==> config.mk <==
export PLATFORM = sky130hd
export DESIGN_NAME = priority_trigger_arbiter
export DESIGN_NICKNAME = d
export VERILOG_FILES = /design/src/hdl/pta_pkg.sv /design/src/hdl/pta_cell.sv /design/src/hdl/priority_trigger_arbiter.sv
export VERILOG_INCLUDE_DIRS = /design/src /design/src/hdl
export SDC_FILE = /design/constraint.sdc
export NUM_CORES = 1
export LEC_CHECK = 0
export BUFFER_PORTS_ARGS = -buffer_cell sky130_fd_sc_hd__buf_2
export CAP_MARGIN = 20
export CELL_PAD_IN_SITES_DETAIL_PLACEMENT = 1
export CELL_PAD_IN_SITES_GLOBAL_PLACEMENT = 1
export CORE_MARGIN = 2
export CORE_UTILIZATION = 46
export CTS_BUF_LIST = sky130_fd_sc_hd__clkbuf_2
export CTS_CLUSTER_DIAMETER = 120
export CTS_CLUSTER_SIZE = 24
export DETAILED_ROUTE_END_ITERATION = 10
export PLACE_DENSITY_LB_ADDON = 0.12
export SYNTH_ARGS = -nofsm -noshare
export SYNTH_HDL_FRONTEND = slang
export SYNTH_SLANG_ARGS = --single-unit
==> constraint.sdc <==
create_clock -name clk -period 1.88 [get_ports clk]
set_input_delay 0.094 -clock clk [delete_from_list [all_inputs] [get_ports clk]]
set_output_delay 0.094 -clock clk [all_outputs]
set_load 0.05 [all_outputs]
==> src/hdl/priority_trigger_arbiter_defines.svh <==
// ---------------------------------------------------------------------------
// Assertion macros for the priority trigger arbiter
// Shared wrappers so that every concurrent check is clocked the same way.
// ---------------------------------------------------------------------------
`ifndef PRIORITY_TRIGGER_ARBITER_DEFINES_SVH
`define PRIORITY_TRIGGER_ARBITER_DEFINES_SVH

// Check sampled on the rising edge of clk, also during reset
`define PTA_ASSERT(lbl, prop, msg) \
  lbl: assert property (@(posedge clk) prop) else $error(msg);

// Check sampled on the rising edge of clk, switched off while in reset
`define PTA_ASSERT_RST(lbl, prop, msg) \
  lbl: assert property (@(posedge clk) disable iff (!rst_n) prop) else $error(msg);

`endif

==> src/hdl/pta_pkg.sv <==
// ---------------------------------------------------------------------------
// pta_pkg
// Sizes, codes and the scan word shared by the arbiter and its cells.
// ---------------------------------------------------------------------------
package pta_pkg;

  // Geometry
  localparam int NUM_TRIGGERS = 8;
  localparam int TYPE_BITS    = 2;
  localparam int PRIO_W       = 2;
  localparam int IDX_W        = $clog2(NUM_TRIGGERS);
  localparam int CNT_W        = 4;
  localparam int CMP_W        = (IDX_W + 1 > CNT_W) ? IDX_W + 1 : CNT_W;
  localparam int PRIO_TBL_W   = PRIO_W * NUM_TRIGGERS;
  localparam int TYPE_TBL_W   = TYPE_BITS * NUM_TRIGGERS;
  localparam int CFG_DATA_W   = (PRIO_TBL_W > TYPE_TBL_W) ?
                                ((PRIO_TBL_W > NUM_TRIGGERS) ? PRIO_TBL_W : NUM_TRIGGERS) :
                                ((TYPE_TBL_W > NUM_TRIGGERS) ? TYPE_TBL_W : NUM_TRIGGERS);
  localparam int CFG_IDX_W    = 2;
  localparam int KIND_W       = 2;
  localparam int EV_W         = 2;

  // Register indexes
  localparam logic [CFG_IDX_W-1:0] REG_COUNT  = 2'd0;
  localparam logic [CFG_IDX_W-1:0] REG_PRIO   = 2'd1;
  localparam logic [CFG_IDX_W-1:0] REG_TYPE   = 2'd2;
  localparam logic [CFG_IDX_W-1:0] REG_SENSOR = 2'd3;

  // Event carried by the scan word
  localparam logic [EV_W-1:0] EV_NONE = 2'd0;
  localparam logic [EV_W-1:0] EV_RISE = 2'd1;
  localparam logic [EV_W-1:0] EV_FALL = 2'd2;

  // Action codes
  localparam logic [KIND_W-1:0] ACT_NONE  = 2'd0;
  localparam logic [KIND_W-1:0] ACT_OWN   = 2'd1;
  localparam logic [KIND_W-1:0] ACT_SAME  = 2'd2;
  localparam logic [KIND_W-1:0] ACT_DEACT = 2'd3;

  // Word handed from cell to cell during a scan
  typedef struct packed {
    logic                 vld;
    logic [IDX_W-1:0]     pos;
    logic [EV_W-1:0]      ev;
    logic [IDX_W-1:0]     idx;
    logic                 panel;
    logic [PRIO_W-1:0]    ref_prio;
    logic [TYPE_BITS-1:0] ref_type;
    logic                 blocked;
    logic                 found;
    logic [IDX_W-1:0]     best;
    logic [PRIO_W-1:0]    best_prio;
    logic                 any;
  } scan_t;

endpackage

==> src/hdl/pta_cell.sv <==
// ---------------------------------------------------------------------------
// pta_cell
// One trigger slot: holds the active flag and folds itself into the passing
// scan word, which it registers on to the next cell.
// ---------------------------------------------------------------------------
module pta_cell (
  input  logic                             clk,
  input  logic                             rst_n,
  input  logic                             upd,
  input  logic                             upd_val,
  input  logic                             in_range,
  input  logic [pta_pkg::PRIO_W-1:0]       prio,
  input  logic [pta_pkg::TYPE_BITS-1:0]    trig_type,
  input  pta_pkg::scan_t                   scan_in,
  output pta_pkg::scan_t                   scan_out,
  output logic                             flag
);
  import pta_pkg::*;

  logic  flag_r, flag_nxt;
  scan_t scan_r, scan_nxt;
  logic  act;

  // Active flag
  assign flag_nxt = upd ? upd_val : flag_r;
  assign act      = flag_r & in_range;

  // Fold this slot into the scan word
  always_comb begin
    scan_nxt     = scan_in;
    scan_nxt.pos = scan_in.pos + IDX_W'(1);
    if (scan_in.vld) begin
      scan_nxt.any = scan_in.any | act;
      if (scan_in.ev == EV_RISE && act && prio > scan_in.ref_prio) begin
        scan_nxt.blocked = 1'b1;
      end
      if (scan_in.ev == EV_FALL && act && trig_type == scan_in.ref_type &&
          (!scan_in.found || prio > scan_in.best_prio)) begin
        scan_nxt.found     = 1'b1;
        scan_nxt.best      = scan_in.pos;
        scan_nxt.best_prio = prio;
      end
    end
  end

  always_ff @(posedge clk) begin
    if (!rst_n) begin
      flag_r <= 1'b0;
      scan_r <= '0;
    end else begin
      flag_r <= flag_nxt;
      scan_r <= scan_nxt;
    end
  end

  assign scan_out = scan_r;
  assign flag     = flag_r;

endmodule

==> src/hdl/priority_trigger_arbiter.sv <==
// ---------------------------------------------------------------------------
// priority_trigger_arbiter
// Tracks active triggers and picks the action for each sensor change word.
//
//  channel | handshake            | payload
//  --------+----------------------+-----------------------------------------
//  in      | start / busy         | in_trigger_index, in_sensor_level,
//          |                      | in_error_panel_up
//  out     | out_valid (strobe)   | out_action_kind, out_action_trigger,
//          |                      | out_any_active
//  cfg     | cfg_valid / cfg_ready| cfg_index, cfg_wdata
//
// A word is taken when start is high and busy low; its flag update lands at
// that edge. The scan word then walks the row of NUM_TRIGGERS cells, one cell
// per cycle; the result strobes once the scan word leaves the last cell.
// busy drops with the strobe, so no new word is taken until the result is out.
// Synchronous active-low reset clears flags and control/config registers but
// not the payload. The strobe is one cycle wide; the receiver cannot stall it.
// ---------------------------------------------------------------------------
`include "priority_trigger_arbiter_defines.svh"

module priority_trigger_arbiter (
  input  logic                               clk,
  input  logic                               rst_n,
  // input channel
  input  logic                               start,
  output logic                               busy,
  input  logic [pta_pkg::IDX_W-1:0]          in_trigger_index,
  input  logic                               in_sensor_level,
  input  logic                               in_error_panel_up,
  // result channel
  output logic                               out_valid,
  output logic [pta_pkg::KIND_W-1:0]         out_action_kind,
  output logic [pta_pkg::IDX_W-1:0]          out_action_trigger,
  output logic                               out_any_active,
  // configuration channel
  input  logic                               cfg_valid,
  output logic                               cfg_ready,
  input  logic [pta_pkg::CFG_IDX_W-1:0]      cfg_index,
  input  logic [pta_pkg::CFG_DATA_W-1:0]     cfg_wdata
);
  import pta_pkg::*;

  logic [CNT_W-1:0]        count_r;
  logic [PRIO_TBL_W-1:0]   prio_tbl_r;
  logic [TYPE_TBL_W-1:0]   type_tbl_r;
  logic [NUM_TRIGGERS-1:0] sensor_r;

  logic                    busy_r, busy_nxt;
  logic                    out_valid_r;
  logic [KIND_W-1:0]       out_kind_r, out_kind_nxt;
  logic [IDX_W-1:0]        out_trig_r, out_trig_nxt;
  logic                    out_any_r;

  logic [CMP_W-1:0]        cnt_ext, eff_n;
  logic [NUM_TRIGGERS-1:0] flags;
  logic [NUM_TRIGGERS-1:0] upd;
  logic                    accept, idx_ok, was;
  logic [EV_W-1:0]         ev;
  scan_t                   head_r, head_nxt;
  scan_t                   chain [NUM_TRIGGERS+1];
  scan_t                   tail;

  // Configuration registers, written only while idle with no word offered
  assign cfg_ready = ~busy_r & ~start;

  always_ff @(posedge clk) begin
    if (!rst_n) begin
      count_r    <= '0;
      prio_tbl_r <= '0;
      type_tbl_r <= '0;
      sensor_r   <= '0;
    end else if (cfg_valid && cfg_ready) begin
      case (cfg_index)
        REG_COUNT:  count_r    <= cfg_wdata[CNT_W-1:0];
        REG_PRIO:   prio_tbl_r <= cfg_wdata[PRIO_TBL_W-1:0];
        REG_TYPE:   type_tbl_r <= cfg_wdata[TYPE_TBL_W-1:0];
        REG_SENSOR: sensor_r   <= cfg_wdata[NUM_TRIGGERS-1:0];
        default: ;
      endcase
    end
  end

  // Effective count, clamped to the number of slots
  assign cnt_ext = CMP_W'(count_r);
  assign eff_n   = (cnt_ext > CMP_W'(NUM_TRIGGERS)) ? CMP_W'(NUM_TRIGGERS) : cnt_ext;

  // Event decode at acceptance
  assign accept = start & ~busy_r;
  assign idx_ok = (CMP_W'(in_trigger_index) < eff_n) & sensor_r[in_trigger_index];
  assign was    = flags[in_trigger_index];

  always_comb begin
    ev = EV_NONE;
    if (idx_ok) begin
      if (!was && in_sensor_level) begin
        ev = EV_RISE;
      end else if (was && !in_sensor_level) begin
        ev = EV_FALL;
      end
    end
  end

  // Flag write strobe per cell
  always_comb begin
    for (int i = 0; i < NUM_TRIGGERS; i++) begin
      upd[i] = accept && ev != EV_NONE && in_trigger_index == IDX_W'(i);
    end
  end

  // Scan word launched into the row
  always_comb begin
    head_nxt          = '0;
    head_nxt.vld      = accept;
    head_nxt.ev       = ev;
    head_nxt.idx      = in_trigger_index;
    head_nxt.panel    = in_error_panel_up;
    head_nxt.ref_prio = prio_tbl_r[in_trigger_index*PRIO_W +: PRIO_W];
    head_nxt.ref_type = type_tbl_r[in_trigger_index*TYPE_BITS +: TYPE_BITS];
  end

  assign chain[0] = head_r;

  // Row of cells
  for (genvar g = 0; g < NUM_TRIGGERS; g++) begin : g_cell
    pta_cell u_cell (
      .clk       (clk),
      .rst_n     (rst_n),
      .upd       (upd[g]),
      .upd_val   (in_sensor_level),
      .in_range  (CMP_W'(g) < eff_n),
      .prio      (prio_tbl_r[g*PRIO_W +: PRIO_W]),
      .trig_type (type_tbl_r[g*TYPE_BITS +: TYPE_BITS]),
      .scan_in   (chain[g]),
      .scan_out  (chain[g+1]),
      .flag      (flags[g])
    );
  end

  assign tail = chain[NUM_TRIGGERS];

  // Result formatting
  always_comb begin
    out_kind_nxt = ACT_NONE;
    out_trig_nxt = '0;
    case (tail.ev)
      EV_RISE: begin
        if (!tail.blocked && !tail.panel) begin
          out_kind_nxt = ACT_OWN;
          out_trig_nxt = tail.idx;
        end
      end
      EV_FALL: begin
        if (tail.found) begin
          out_kind_nxt = ACT_SAME;
          out_trig_nxt = tail.best;
        end else begin
          out_kind_nxt = ACT_DEACT;
          out_trig_nxt = tail.idx;
        end
      end
      default: ;
    endcase
  end

  // Busy spans launch to result strobe
  assign busy_nxt = accept ? 1'b1 : (tail.vld ? 1'b0 : busy_r);

  always_ff @(posedge clk) begin
    if (!rst_n) begin
      busy_r      <= 1'b0;
      out_valid_r <= 1'b0;
      head_r      <= '0;
    end else begin
      busy_r      <= busy_nxt;
      out_valid_r <= tail.vld;
      head_r      <= head_nxt;
    end
  end

  always_ff @(posedge clk) begin
    if (tail.vld) begin
      out_kind_r <= out_kind_nxt;
      out_trig_r <= out_trig_nxt;
      out_any_r  <= tail.any;
    end
  end

  assign busy               = busy_r;
  assign out_valid          = out_valid_r;
  assign out_action_kind    = out_kind_r;
  assign out_action_trigger = out_trig_r;
  assign out_any_active     = out_any_r;

  // Checks
  `PTA_ASSERT_RST(a_accept_sets_busy, accept |=> busy_r, "busy not raised after accept")
  `PTA_ASSERT_RST(a_strobe_idle, out_valid_r |-> !busy_r, "result strobe while still busy")
  `PTA_ASSERT_RST(a_single_strobe, out_valid_r |=> !out_valid_r, "result strobe repeated")
  `PTA_ASSERT_RST(a_none_zero, (out_valid_r && out_kind_r == ACT_NONE) |-> out_trig_r == '0,
                  "no-action result carries a trigger index")
  `PTA_ASSERT(a_reset_idle, !rst_n |=> !busy_r && !out_valid_r, "not idle after reset")

endmodule
==> metrics.yaml, run 1 <==
pwr:
  p_per_area_nw_per_um2: 677.2
  p_leak_uw: 0.004119
  ir_drop_v: 0.0004381
setup_path:
  r2r_end: "g_cell[6].u_cell.flag$_SDFFE_PN0P_"
  arrival_ns: 2.76
  path_class: "reg -> reg"
  cp-end-kind: "register"
  startpoint: "g_cell[1].u_cell.flag$_SDFFE_PN0P_"
  cp_max_fo: 8
  ff2ff_path_depth: 5
  timing.rr.start: "g_cell[1].u_cell.flag$_SDFFE_PN0P_"
  cp.required_ns: 2.69
  ff2ff_setup_slack_ns: -0.07
  start_kind: "register"
  critPathCapture: "g_cell[6].u_cell.flag$_SDFFE_PN0P_"
drt:
  drt_iter0_markers: 238
  vias: 6254
  wl_per_cell_um: 17.66
  drtPass1Iterations: 4
  viasPerCell: 5.048
  drtAntennaViolNets: 0
  totalWireLength_mm: 21.88
  drc: 0
floorplanning:
  dieHeight_um: 144.1
  start_util_pct: 46.72
  dieArea_um2: 20770
  ioPinCount: 36
  die_x_um: 144.1
  rows: 51
  coreArea_um2: 19330
synthesis:
  avgSynthCellArea_um2: 10.54
  syn_nets: 923
  yosysWarnings: 0
  synth.top_cell.area_share_pct: 49.42
  synth_edf_count: 6
  ys_seq_elements: 229
  syn-cell-area_um2: 9034
  syn_inst: 857
  yosysSeqAreaShare_pct: 51.41
  async_flop_share_pct: 0
  ys.flop_type: "dfxtp_1"
  synthTopCellsByArea: "dfxtp_1 49%, and2_1 7.4%, mux2i_1 6.1%"
  synth_cell_types: 57
  synth_top_cell_by_area: "dfxtp_1"
worst_hold_path:
  hp-class: "in -> reg"
final_layout:
  layout-drive-gt1-share_pct: 18.23
  fillers: 2132
  fin_nets: 1036
  area_delta_synth_final_pct: 18.10
  post-route-util_pct: 55.18
placed_design:
  hpwl_mm: 15.54
  place_ws_ns: -0.1527
  place_congestion: 0.8891
  port_buffers: 35
cts:
  cts_sinks: 229
  cts_buffers: 13
  root_buffer: "clkbuf_2"
  htree_levels: 1
  clk_path_buf_depth: 3
  clkLatencyLatePin_ns: 0.86
  clk_pin_slew_ns: 0.44
  cts_tree: "built"
sta:
  slew_headroom_pct: 60.96
  timing.final.crit_period_ns: 1.947
  final_max_slew_viol_count: 0
  hold_viol: 0
  tns_ns: -0.2073
  rsz0062_at_grt: "true"
  fmax_mhz: 513.5
  clock_skew_ns: 0.1370
  layout_setup_ws_ns: -0.06749
  tightest_slew_ns: 0.5824
  setup_violations: 8
  fin_crit_sh_pct: 103.6
outcome:
  violations: "setup timing"
  status: "finished, violations left"
global_route:
  grt_pass1_vias: 6633
  antenna_found_initial: 3
  grt.overflow.total: 0
  grt_use_total_pct: 21.44
  grt_first_pass_wirelength_mm: 34.58
  grt_max_degree: 126
flow_run:
  max_cap_viol_count: 0
cell usage in the layout, fill, tap and decap left out, types with 15 or more instances in the layout:
cell,synthesis,layout
dfxtp_2,0,18
inv_1,44,40
nand2_1,93,93
and2_1,107,107
dlygate4sd3_1,0,43
dfxtp_1,223,204
a21boi_1,32,32
mux2i_1,55,53
buf_4,1,52
ha_1,39,35
clkbuf_2,0,15
nor2b_1,61,57
buf_2,6,32
per-stage QoR:
stage	total power (uW)	instances	area (um2)	hold WS [ns]
final	7225	1239	10670	0.03580
after detailed placement	5508	1168	9794	0.3146
after global routing	7564	1237	10660	0.008478
after CTS	7306	1232	10540	0.0003363
after global placement	5485	1168	9794	0.3127
after floorplan	5335	857	9041	0.1217
repair_timing:
| item | CTS | global route |
|---|---|---|
| gates cloned | 0 | 2 |
| endpoints found under the hold margin | 159 | 0 |
| setup buffers | 4 | 3 |
| setup endpoints to repair | 23 | 39 |
| gates resized for setup | 40 | 24 |
| pin swaps | 16 | 4 |
| hold buffers | 44 | 0 |
worst min-delay path by stage:
| stage | slack (ns) | cells after the start | end | start |
|---|---|---|---|---|
| after floorplan | 0.12 | 0 | g_cell[0].u_cell.scan_out[18]$_SDFF_PN0_ | rst_n |
| after global placement | 0.31 | 2 | chain[188]$_SDFF_PN0_ | in_error_panel_up |
| after detailed placement | 0.31 | 2 | chain[188]$_SDFF_PN0_ | in_error_panel_up |
| after CTS | 0.0003 | 4 | cnt_ext[0]$_SDFFE_PN0P_ | cfg_wdata[0] |
| after global routing | 0.008 | 3 | g_cell[0].u_cell.scan_out[21]$_SDFF_PN0_ | rst_n |
| final | 0.04 | 4 | cnt_ext[0]$_SDFFE_PN0P_ | cfg_wdata[0] |
power by group:
group          internal, uW  switching [uW]  leakage (uW)  total (uW)
Clock                   225            1440     0.0000692        1670
Sequential             4970            38.1       0.00188        5010
Combinational           259             288       0.00217         547
synthesized netlist by cell type (2+ instances only):
cell type	count
nand2b_1	10
xor2_1	6
mux2i_1	55
nand2_1	93
edfxtp_1	6
and3_1	3
o31ai_1	2
a21boi_1	32
a21boi_0	7
a2111oi_2	2
nand4_1	3
dfxtp_1	223
mux4_1	3
nand4b_1	6
and2_1	107
a211oi_1	2
o41ai_1	2
nor2b_1	61
mux4_2	7
buf_2	6
inv_1	44
clkbuf_1	29
a21oi_1	11
o21ai_1	5
a22o_1	3
nor3_1	2
nor3b_2	2
o21ai_0	2
a2111oi_4	2
nand3_1	9
xnor2_1	14
a2111oi_0	6
nand3b_1	5
nor2_1	11
nor4_1	8
ha_1	39
o21a_1	9
cell type report:
type	count	area, um2	share of cell area, %
Timing Repair Buffer	135	1115	10.45
Clock inverter	1	16.27	0.1525
Clock buffer	15	75.07	0.7036
Tap cell	265	331.6	3.108
Antenna cell	3	7.507	0.07036
Inverter	44	165.2	1.548
Multi-Input combinational cell	547	4288	40.19
Sequential cell	229	4671	43.78
per-layer routing:
| metal | GRT usage, % | routed length (um) | part of all wire (%) | vias to the layer above |
|---|---|---|---|---|
| met1 | 26.76 | 9416 | 43 | 3077 |
| li1 | - | - | - | 3071 |
| met2 | 39.25 | 11250 | 51 | 81 |
| met3 | 2.583 | 814 | 3.7 | 25 |
| met5 | 0 | 0 | 0 | - |
| met4 | 5.570 | 397 | 1.8 | 0 |
state kept, by name, indices dropped and copies added (netlist names):
name                    cells
out_action_trigger          3
cnt_ext                     4
prio_tbl_r                 16
type_tbl_r                 16
out_action_kind             2
g_cell.u_cell.scan_out    158
out_any_active              1
chain                      11
g_cell.u_cell.flag          8
busy                        1
sensor_r                    8
out_valid                   1
logic make-up (layout without fill, tap and decap cells):
logic type / Yosys count / after routing / share of synthesized area (%)
buf+inv: 82 / 195 / 3.615
other cells: 0 / 3 / 0
simple gates: 326 / 327 / 20.17
mux: 66 / 66 / 8.961
flops: 229 / 229 / 51.41
fa+ha+maj: 39 / 39 / 5.402
xor+xnor: 21 / 21 / 2.244
compound gates: 94 / 94 / 8.199
critical path, cell delays in order (launching register included):
cell	delay [ns]
dfxtp_1	0.43
mux4_2	0.50
mux2i_4	0.24
xor2_4	0.19
nor4_4	0.27
mux2i_1	0.28
No activity file was read; power rests on OpenSTA's default activity.
==> inputs of run 2 (changes only) <==
--- a/config.mk
+++ b/config.mk
@@ -10,6 +10,7 @@
 export CAP_MARGIN = 20
 export CELL_PAD_IN_SITES_DETAIL_PLACEMENT = 1
 export CELL_PAD_IN_SITES_GLOBAL_PLACEMENT = 1
+export CORE_ASPECT_RATIO = 0.75
 export CORE_MARGIN = 2
 export CORE_UTILIZATION = 46
 export CTS_BUF_LIST = sky130_fd_sc_hd__clkbuf_2
@@ -17,6 +18,7 @@
 export CTS_CLUSTER_SIZE = 24
 export DETAILED_ROUTE_END_ITERATION = 10
 export PLACE_DENSITY_LB_ADDON = 0.12
+export SKIP_CTS_REPAIR_TIMING = 1
 export SYNTH_ARGS = -nofsm -noshare
 export SYNTH_HDL_FRONTEND = slang
 export SYNTH_SLANG_ARGS = --single-unit
==> run 2 against run 1 <==
- clock power about the same
- die area is essentially flat
- critical endpoint is now g_cell[7].u_cell.flag$_SDFFE_PN0P_
- the run still ends with setup timing left
- global-route usage decreased by 1.6 points
- utilization is 0.52 points lower
- via count down 1.4%
- critical path depth grew 1
- worst hold slack better by 0.022 ns
- sequential power about the same
- first-iteration DRC count up 52%
- total power increased by 0.19%
==> metrics.yaml, run 2 (synthesis results as in run 1) <==
outcome:
  status: "finished, violations left"  # unchanged
  violations: "setup timing"  # unchanged
final_layout:
  layout-drive-gt1-share_pct: 16.93  # was 18.23%
  largest_reg_flops: 158  # unchanged
  fin_nets: 1028  # was 1036
  diodes: 0  # was 3
  area_delta_synth_final_pct: 16.91  # was 18.10%
  final_cell_mix: "209 x dfxtp_1, 107 x and2_1, 92 x nand2_1, 58 x nor2b_1, 54 x mux2i_1"  # was 204 x dfxtp_1, 107 x and2_1, 93 x nand2_1, 57 x nor2b_1, 53 x mux2i_1
  layout_commonest_cell: "dfxtp_1"  # unchanged
sta:
  layout_setup_ws_ns: -0.08802  # was -0.06749 ns
  hold_viol: 0  # unchanged
  final_max_slew_viol_count: 0  # unchanged
  fmax_mhz: 508.1  # was 513.5 MHz
  slew_headroom_pct: 55.68  # was 60.96%
  tightest_slew_ns: 0.6612  # was 0.5824 ns
  hold-worst-slack_ns: 0.05747  # was 0.03580 ns
  rsz0062_at_grt: "true"  # unchanged
  setup_violations: 6  # was 8
  timing.final.crit_period_ns: 1.968  # was 1.947 ns
  fin_crit_sh_pct: 104.7  # was 103.6%
  clock_skew_ns: 0.07484  # was 0.1370 ns
setup_path:
  cp-end-kind: "register"  # unchanged
  cp.required_ns: 2.64  # was 2.69 ns
  path_class: "reg -> reg"  # unchanged
  slowest_stage: "mux4_2"  # unchanged
  worstPathCellList: "mux4_2 > mux2i_4 > xor2_4 > buf_12 > nor4_2 > mux2i_1"  # was mux4_2 > mux2i_4 > xor2_4 > nor4_4 > mux2i_1
  start_kind: "register"  # unchanged
  cp_max_fo: 6  # was 8
  max_stage_delay_ns: 0.49  # was 0.50 ns
  arrival_ns: 2.73  # was 2.76 ns
cts:
  cts_sinks: 229  # unchanged
  root_buffer: "clkbuf_2"  # unchanged
  clkLatencyLatePin_ns: 0.81  # was 0.86 ns
  cts_tree: "built"  # unchanged
  htree_levels: 1  # unchanged
  cts_buffers: 13  # unchanged
  clk_path_buf_depth: 3  # unchanged
  clk_pin_slew_ns: 0.47  # was 0.44 ns
global_route:
  antenna_found_initial: 1  # was 3
  grt_first_pass_wirelength_mm: 33.26  # was 34.58 mm
  grt_max_degree: 108  # was 126
  grt.overflow.total: 0  # unchanged
  grt_pass1_vias: 6197  # was 6633
  grt_use_total_pct: 19.85  # was 21.44%
floorplanning:
  die_x_um: 165.8  # was 144.1 um
  coreArea_um2: 19320  # was 19330 um2
  start_util_pct: 46.75  # was 46.72%
  ioPinCount: 36  # unchanged
  dieHeight_um: 125.4  # was 144.1 um
  dieArea_um2: 20790  # was 20770 um2
  rows: 44  # was 51
drt:
  drtPass1Iterations: 4  # unchanged
  drc: 0  # unchanged
  drtAntennaViolNets: 0  # unchanged
  totalWireLength_mm: 22.04  # was 21.88 mm
  viasPerCell: 5.070  # was 5.048
  drt_iter0_markers: 361  # was 238
  vias: 6165  # was 6254
  wl_per_cell_um: 18.12  # was 17.66 um
worst_hold_path:
  hp-class: "in -> reg"  # unchanged
placed_design:
  place_ws_ns: -0.05109  # was -0.1527 ns
  place_congestion: 0.8113  # was 0.8891
  port_buffers: 35  # unchanged
  hpwl_mm: 15.60  # was 15.54 mm
pwr:
  p_per_area_nw_per_um2: 685.4  # was 677.2 nW/um2
  ir_drop_v: 0.0004462  # was 0.0004381 V
  p_leak_uw: 0.004047  # was 0.004119 uW
flow_run:
  max_cap_viol_count: 0  # unchanged
run 2: final timing paths:
kind	from	to	slack (ns)	depth (start not counted)
worst max-delay path	g_cell[0].u_cell.flag$_SDFFE_PN0P_	g_cell[7].u_cell.flag$_SDFFE_PN0P_	-0.09	6
worst max register to register	g_cell[0].u_cell.flag$_SDFFE_PN0P_	g_cell[7].u_cell.flag$_SDFFE_PN0P_	-0.09	6
worst min-delay path	cfg_wdata[13]	type_tbl_r[13]$_SDFFE_PN0P_	0.06	4
worst min register to register	g_cell[0].u_cell.scan_out[18]$_SDFF_PN0_	g_cell[1].u_cell.scan_out[18]$_SDFF_PN0_	0.42	1
run 2: metrics by stage:
stage,util [%],area (um2),TNS (ns),cells,total power [uW]
after global routing,54.66,10560,-0.8805,1216,7563
after CTS,50.82,9821,-1.375,1167,7191
after global placement,50.35,9729,-0.03015,1151,5491
after detailed placement,50.35,9729,-0.3028,1151,5514
after floorplan,-,9041,-0.1733,857,5335
final,54.66,10560,-0.2004,1216,7239
run 2: cell type report:
| cell class | count | area [um2] |
|---|---|---|
| repair buffers | 127 | 1018 |
| inverters | 44 | 165.2 |
| multi-input cells | 547 | 4303 |
| clock buffers | 15 | 75.07 |
| fillers | 2123 | 8762 |
| well taps | 253 | 316.6 |
| clock inverters | 1 | 16.27 |
| flip-flops and latches | 229 | 4667 |
run 2: per-layer routing:
metal | global-route usage [%] | vias to the layer above | share of wire, % | wire length (um)
met3 | 2.786 | 19 | 3.4 | 751
met2 | 32.49 | 88 | 47 | 10420
met4 | 3.632 | 0 | 1.4 | 313
met1 | 28.39 | 3009 | 48 | 10550
li1 | - | 3049 | - | -
met5 | 0 | - | 0 | 0
run 2: power breakdown:
| group | internal, uW | switching (uW) | total, uW |
|---|---|---|---|
| sequential | 4970 | 40.4 | 5010 |
| clock | 226 | 1450 | 1680 |
| combinational | 248 | 300 | 548 |
run 2: critical path: cells and delay by family, from the launching register on:
kind	cells	cell delay [ns]
xor gates and xnor gates	1	0.14
buffers and inverters	1	0.17
DFF	1	0.45
muxes	3	0.99
and+or+nand+nor	1	0.18
==> inputs of run 3 (changes only) <==
--- a/config.mk
+++ b/config.mk
@@ -13,11 +13,12 @@
 export CORE_ASPECT_RATIO = 0.75
 export CORE_MARGIN = 2
 export CORE_UTILIZATION = 46
-export CTS_BUF_LIST = sky130_fd_sc_hd__clkbuf_2
+export CTS_BUF_LIST = sky130_fd_sc_hd__clkbuf_8
 export CTS_CLUSTER_DIAMETER = 120
 export CTS_CLUSTER_SIZE = 24
 export DETAILED_ROUTE_END_ITERATION = 10
 export PLACE_DENSITY_LB_ADDON = 0.12
+export SETUP_SLACK_MARGIN = 0.2
 export SKIP_CTS_REPAIR_TIMING = 1
 export SYNTH_ARGS = -nofsm -noshare
 export SYNTH_HDL_FRONTEND = slang
==> run 3 against run 2 <==
- the flow still finishes with violations (setup timing)
- largest power group unchanged
- maximum frequency up 3.6%
- total power grew 5.6%
- die area did not move
- combinational power decreased by 6.2%
- wire length grew 0.91%
- clock power increased by 28%
- highest routed layer unchanged
- first-iteration DRC count fell by 18%
==> metrics.yaml, run 3 (synthesis results as in run 1) <==
floorplanning:
  coreArea_um2: 19320  # unchanged
  start_util_pct: 46.75  # unchanged
  rows: 44  # unchanged
  ioPinCount: 36  # unchanged
  die_x_um: 165.8  # unchanged
  dieArea_um2: 20790  # unchanged
  dieHeight_um: 125.4  # unchanged
final_layout:
  fin_nets: 1011  # was 1028
  stdcell_area_um2: 10690  # was 10560 um2
  diodes: 0  # unchanged
  layout_commonest_cell: "dfxtp_1"  # unchanged
  area_delta_synth_final_pct: 18.28  # was 16.91%
  largest_reg_flops: 158  # unchanged
  layout.cells.non_filler: 1199  # was 1216
  layout-drive-gt1-share_pct: 21.46  # was 16.93%
  final_cell_mix: "199 x dfxtp_1, 107 x and2_1, 91 x nand2_1, 55 x nor2b_1, 49 x mux2i_1"  # was 209 x dfxtp_1, 107 x and2_1, 92 x nand2_1, 58 x nor2b_1, 54 x mux2i_1
setup_path:
  cp-end-kind: "register"  # unchanged
  slowest_stage: "mux4_2"  # unchanged
  max_stage_delay_ns: 0.51  # was 0.49 ns
  cp_max_fo: 8  # was 6
  arrival_ns: 2.31  # was 2.73 ns
  worstPathCellList: "mux4_2 > mux2i_4 > xor2_4 > nor4_2 > mux2i_1"  # was mux4_2 > mux2i_4 > xor2_4 > buf_12 > nor4_2 > mux2i_1
  critPathBufInv: 0  # was 1
  path_class: "reg -> reg"  # unchanged
  start_kind: "register"  # unchanged
  cp.required_ns: 2.29  # was 2.64 ns
  cp_top_family: "multiplexers"  # unchanged
pwr:
  pwr-share-comb_pct: 6.7  # was 7.6%
  power_frac_seq_pct: 65.1  # was 69.3%
  p_leak_uw: 0.004079  # was 0.004047 uW
  power_switching_uw: 1825  # was 1790 uW
  clkPwrFrac_pct: 28.2  # was 23.2%
  ir_drop_v: 0.0005130  # was 0.0004462 V
  total_power_uw: 7644  # was 7239 uW
  p_per_area_nw_per_um2: 715.4  # was 685.4 nW/um2
  internal_power_uw: 5819  # was 5448 uW
  swShare_pct: 23.87  # was 24.73%
placed_design:
  place_congestion: 0.8271  # was 0.8113
  dpl_cell_area_um2: 9793  # was 9729 um2
  hpwl_mm: 16.13  # was 15.60 mm
  port_buffers: 35  # unchanged
  dp.cells: 1146  # was 1151
cts:
  clk_path_buf_depth: 3  # unchanged
  cts_buffers: 13  # unchanged
  cts_tree: "built"  # unchanged
  clkLatencyLatePin_ns: 0.54  # was 0.81 ns
  clk_pin_slew_ns: 0.16  # was 0.47 ns
  cts_sinks: 229  # unchanged
  root_buffer: "clkbuf_8"  # was clkbuf_2
  htree_levels: 1  # unchanged
sta:
  clock_skew_ns: 0.05157  # was 0.07484 ns
  fmax_mhz: 526.4  # was 508.1 MHz
  slew_headroom_pct: 58.67  # was 55.68%
  setup_violations: 4  # was 6
  rsz0062_at_grt: "true"  # unchanged
  fin_crit_sh_pct: 101.1  # was 104.7%
  hold-worst-slack_ns: 0.07299  # was 0.05747 ns
  timing.final.crit_period_ns: 1.900  # was 1.968 ns
  tns_ns: -0.04789  # was -0.2004 ns
  final_max_slew_viol_count: 0  # unchanged
  tightest_slew_ns: 0.6187  # was 0.6612 ns
  layout_setup_ws_ns: -0.01983  # was -0.08802 ns
  hold_viol: 0  # unchanged
flow_run:
  max_cap_viol_count: 0  # unchanged
global_route:
  grt_use_total_pct: 20.93  # was 19.85%
  grt_max_degree: 79  # was 108
  grt.overflow.total: 0  # unchanged
  grt_pass1_vias: 6387  # was 6197
  antenna_found_initial: 1  # unchanged
  grt_first_pass_wirelength_mm: 34.79  # was 33.26 mm
drt:
  drtAntennaViolNets: 0  # unchanged
  wl_per_cell_um: 18.55  # was 18.12 um
  viasPerCell: 5.123  # was 5.070
  drt_iter0_markers: 295  # was 361
  vias: 6142  # was 6165
  totalWireLength_mm: 22.24  # was 22.04 mm
  drc: 0  # unchanged
  drtPass1Iterations: 4  # unchanged
outcome:
  violations: "setup timing"  # unchanged
  status: "finished, violations left"  # unchanged
worst_hold_path:
  hp-class: "in -> reg"  # unchanged
-- run 3: cell count changes in the layout (fill, tap and decap cells not counted), sizes merged --
cell / before / now
buf: 86 / 90
clkbuf: 15 / 13
clkinvlp: 0 / 1
dlygate4sd3: 41 / 20
inv: 44 / 45
-- run 3: final cells by class --
cell class / count / area (um2)
repair buffers: 110 / 842.1
clock buffers: 13 / 178.9
multi-input cells: 547 / 4471
clock inverters: 3 / 27.53
flip-flops and latches: 229 / 4684
well taps: 253 / 316.6
fillers: 2104 / 8638
inverters: 44 / 165.2
-- run 3: final timing paths --
path | cells past startpoint | slack, ns | from | endpoint
min reg2reg | 1 | 0.41 | g_cell[0].u_cell.scan_out[18]$_SDFF_PN0_ | g_cell[1].u_cell.scan_out[18]$_SDFF_PN0_
max | 5 | -0.02 | g_cell[3].u_cell.flag$_SDFFE_PN0P_ | g_cell[6].u_cell.flag$_SDFFE_PN0P_
min | 4 | 0.07 | cfg_index[1] | cnt_ext[3]$_SDFFE_PN0P_
max reg2reg | 5 | -0.02 | g_cell[3].u_cell.flag$_SDFFE_PN0P_ | g_cell[6].u_cell.flag$_SDFFE_PN0P_
-- run 3: routing by layer --
metal  track usage (%)  vias to the layer above  routed length [um]
met1             30.73                     3020               10940
met2             33.12                       80               10030
met5                 0                        -                   0
li1                  -                     3011                   -
met4             4.859                        0                 482
met3             2.532                       31                 787
-- run 3: per-stage QoR --
stage / setup slack [ns] / util (%)
global placement: 0.02448 / 50.68
finish: -0.01983 / 55.30
detailed placement: -0.04220 / 50.68
CTS: -0.06204 / 51.75
floorplan: 0.1255 / -
global route: -0.07649 / 55.30
-- run 3: power groups by stage --
stage | clock [uW] | combinational [uW] | sequential [uW]
after floorplan | 0 | 276 | 5070
after global placement | 0 | 424 | 5080
after detailed placement | 0 | 440 | 5090
after CTS | 2230 | 442 | 4980
after global routing | 2400 | 562 | 4990
final | 2150 | 514 | 4980
-- run 3: worst register-to-register path: cells and delay by family, from the launching register on --
family           cells  cell delay, ns
multiplexers         3            0.89
flip-flops           1            0.35
AND/OR/NAND/NOR      1            0.11
XOR/XNOR             1            0.45
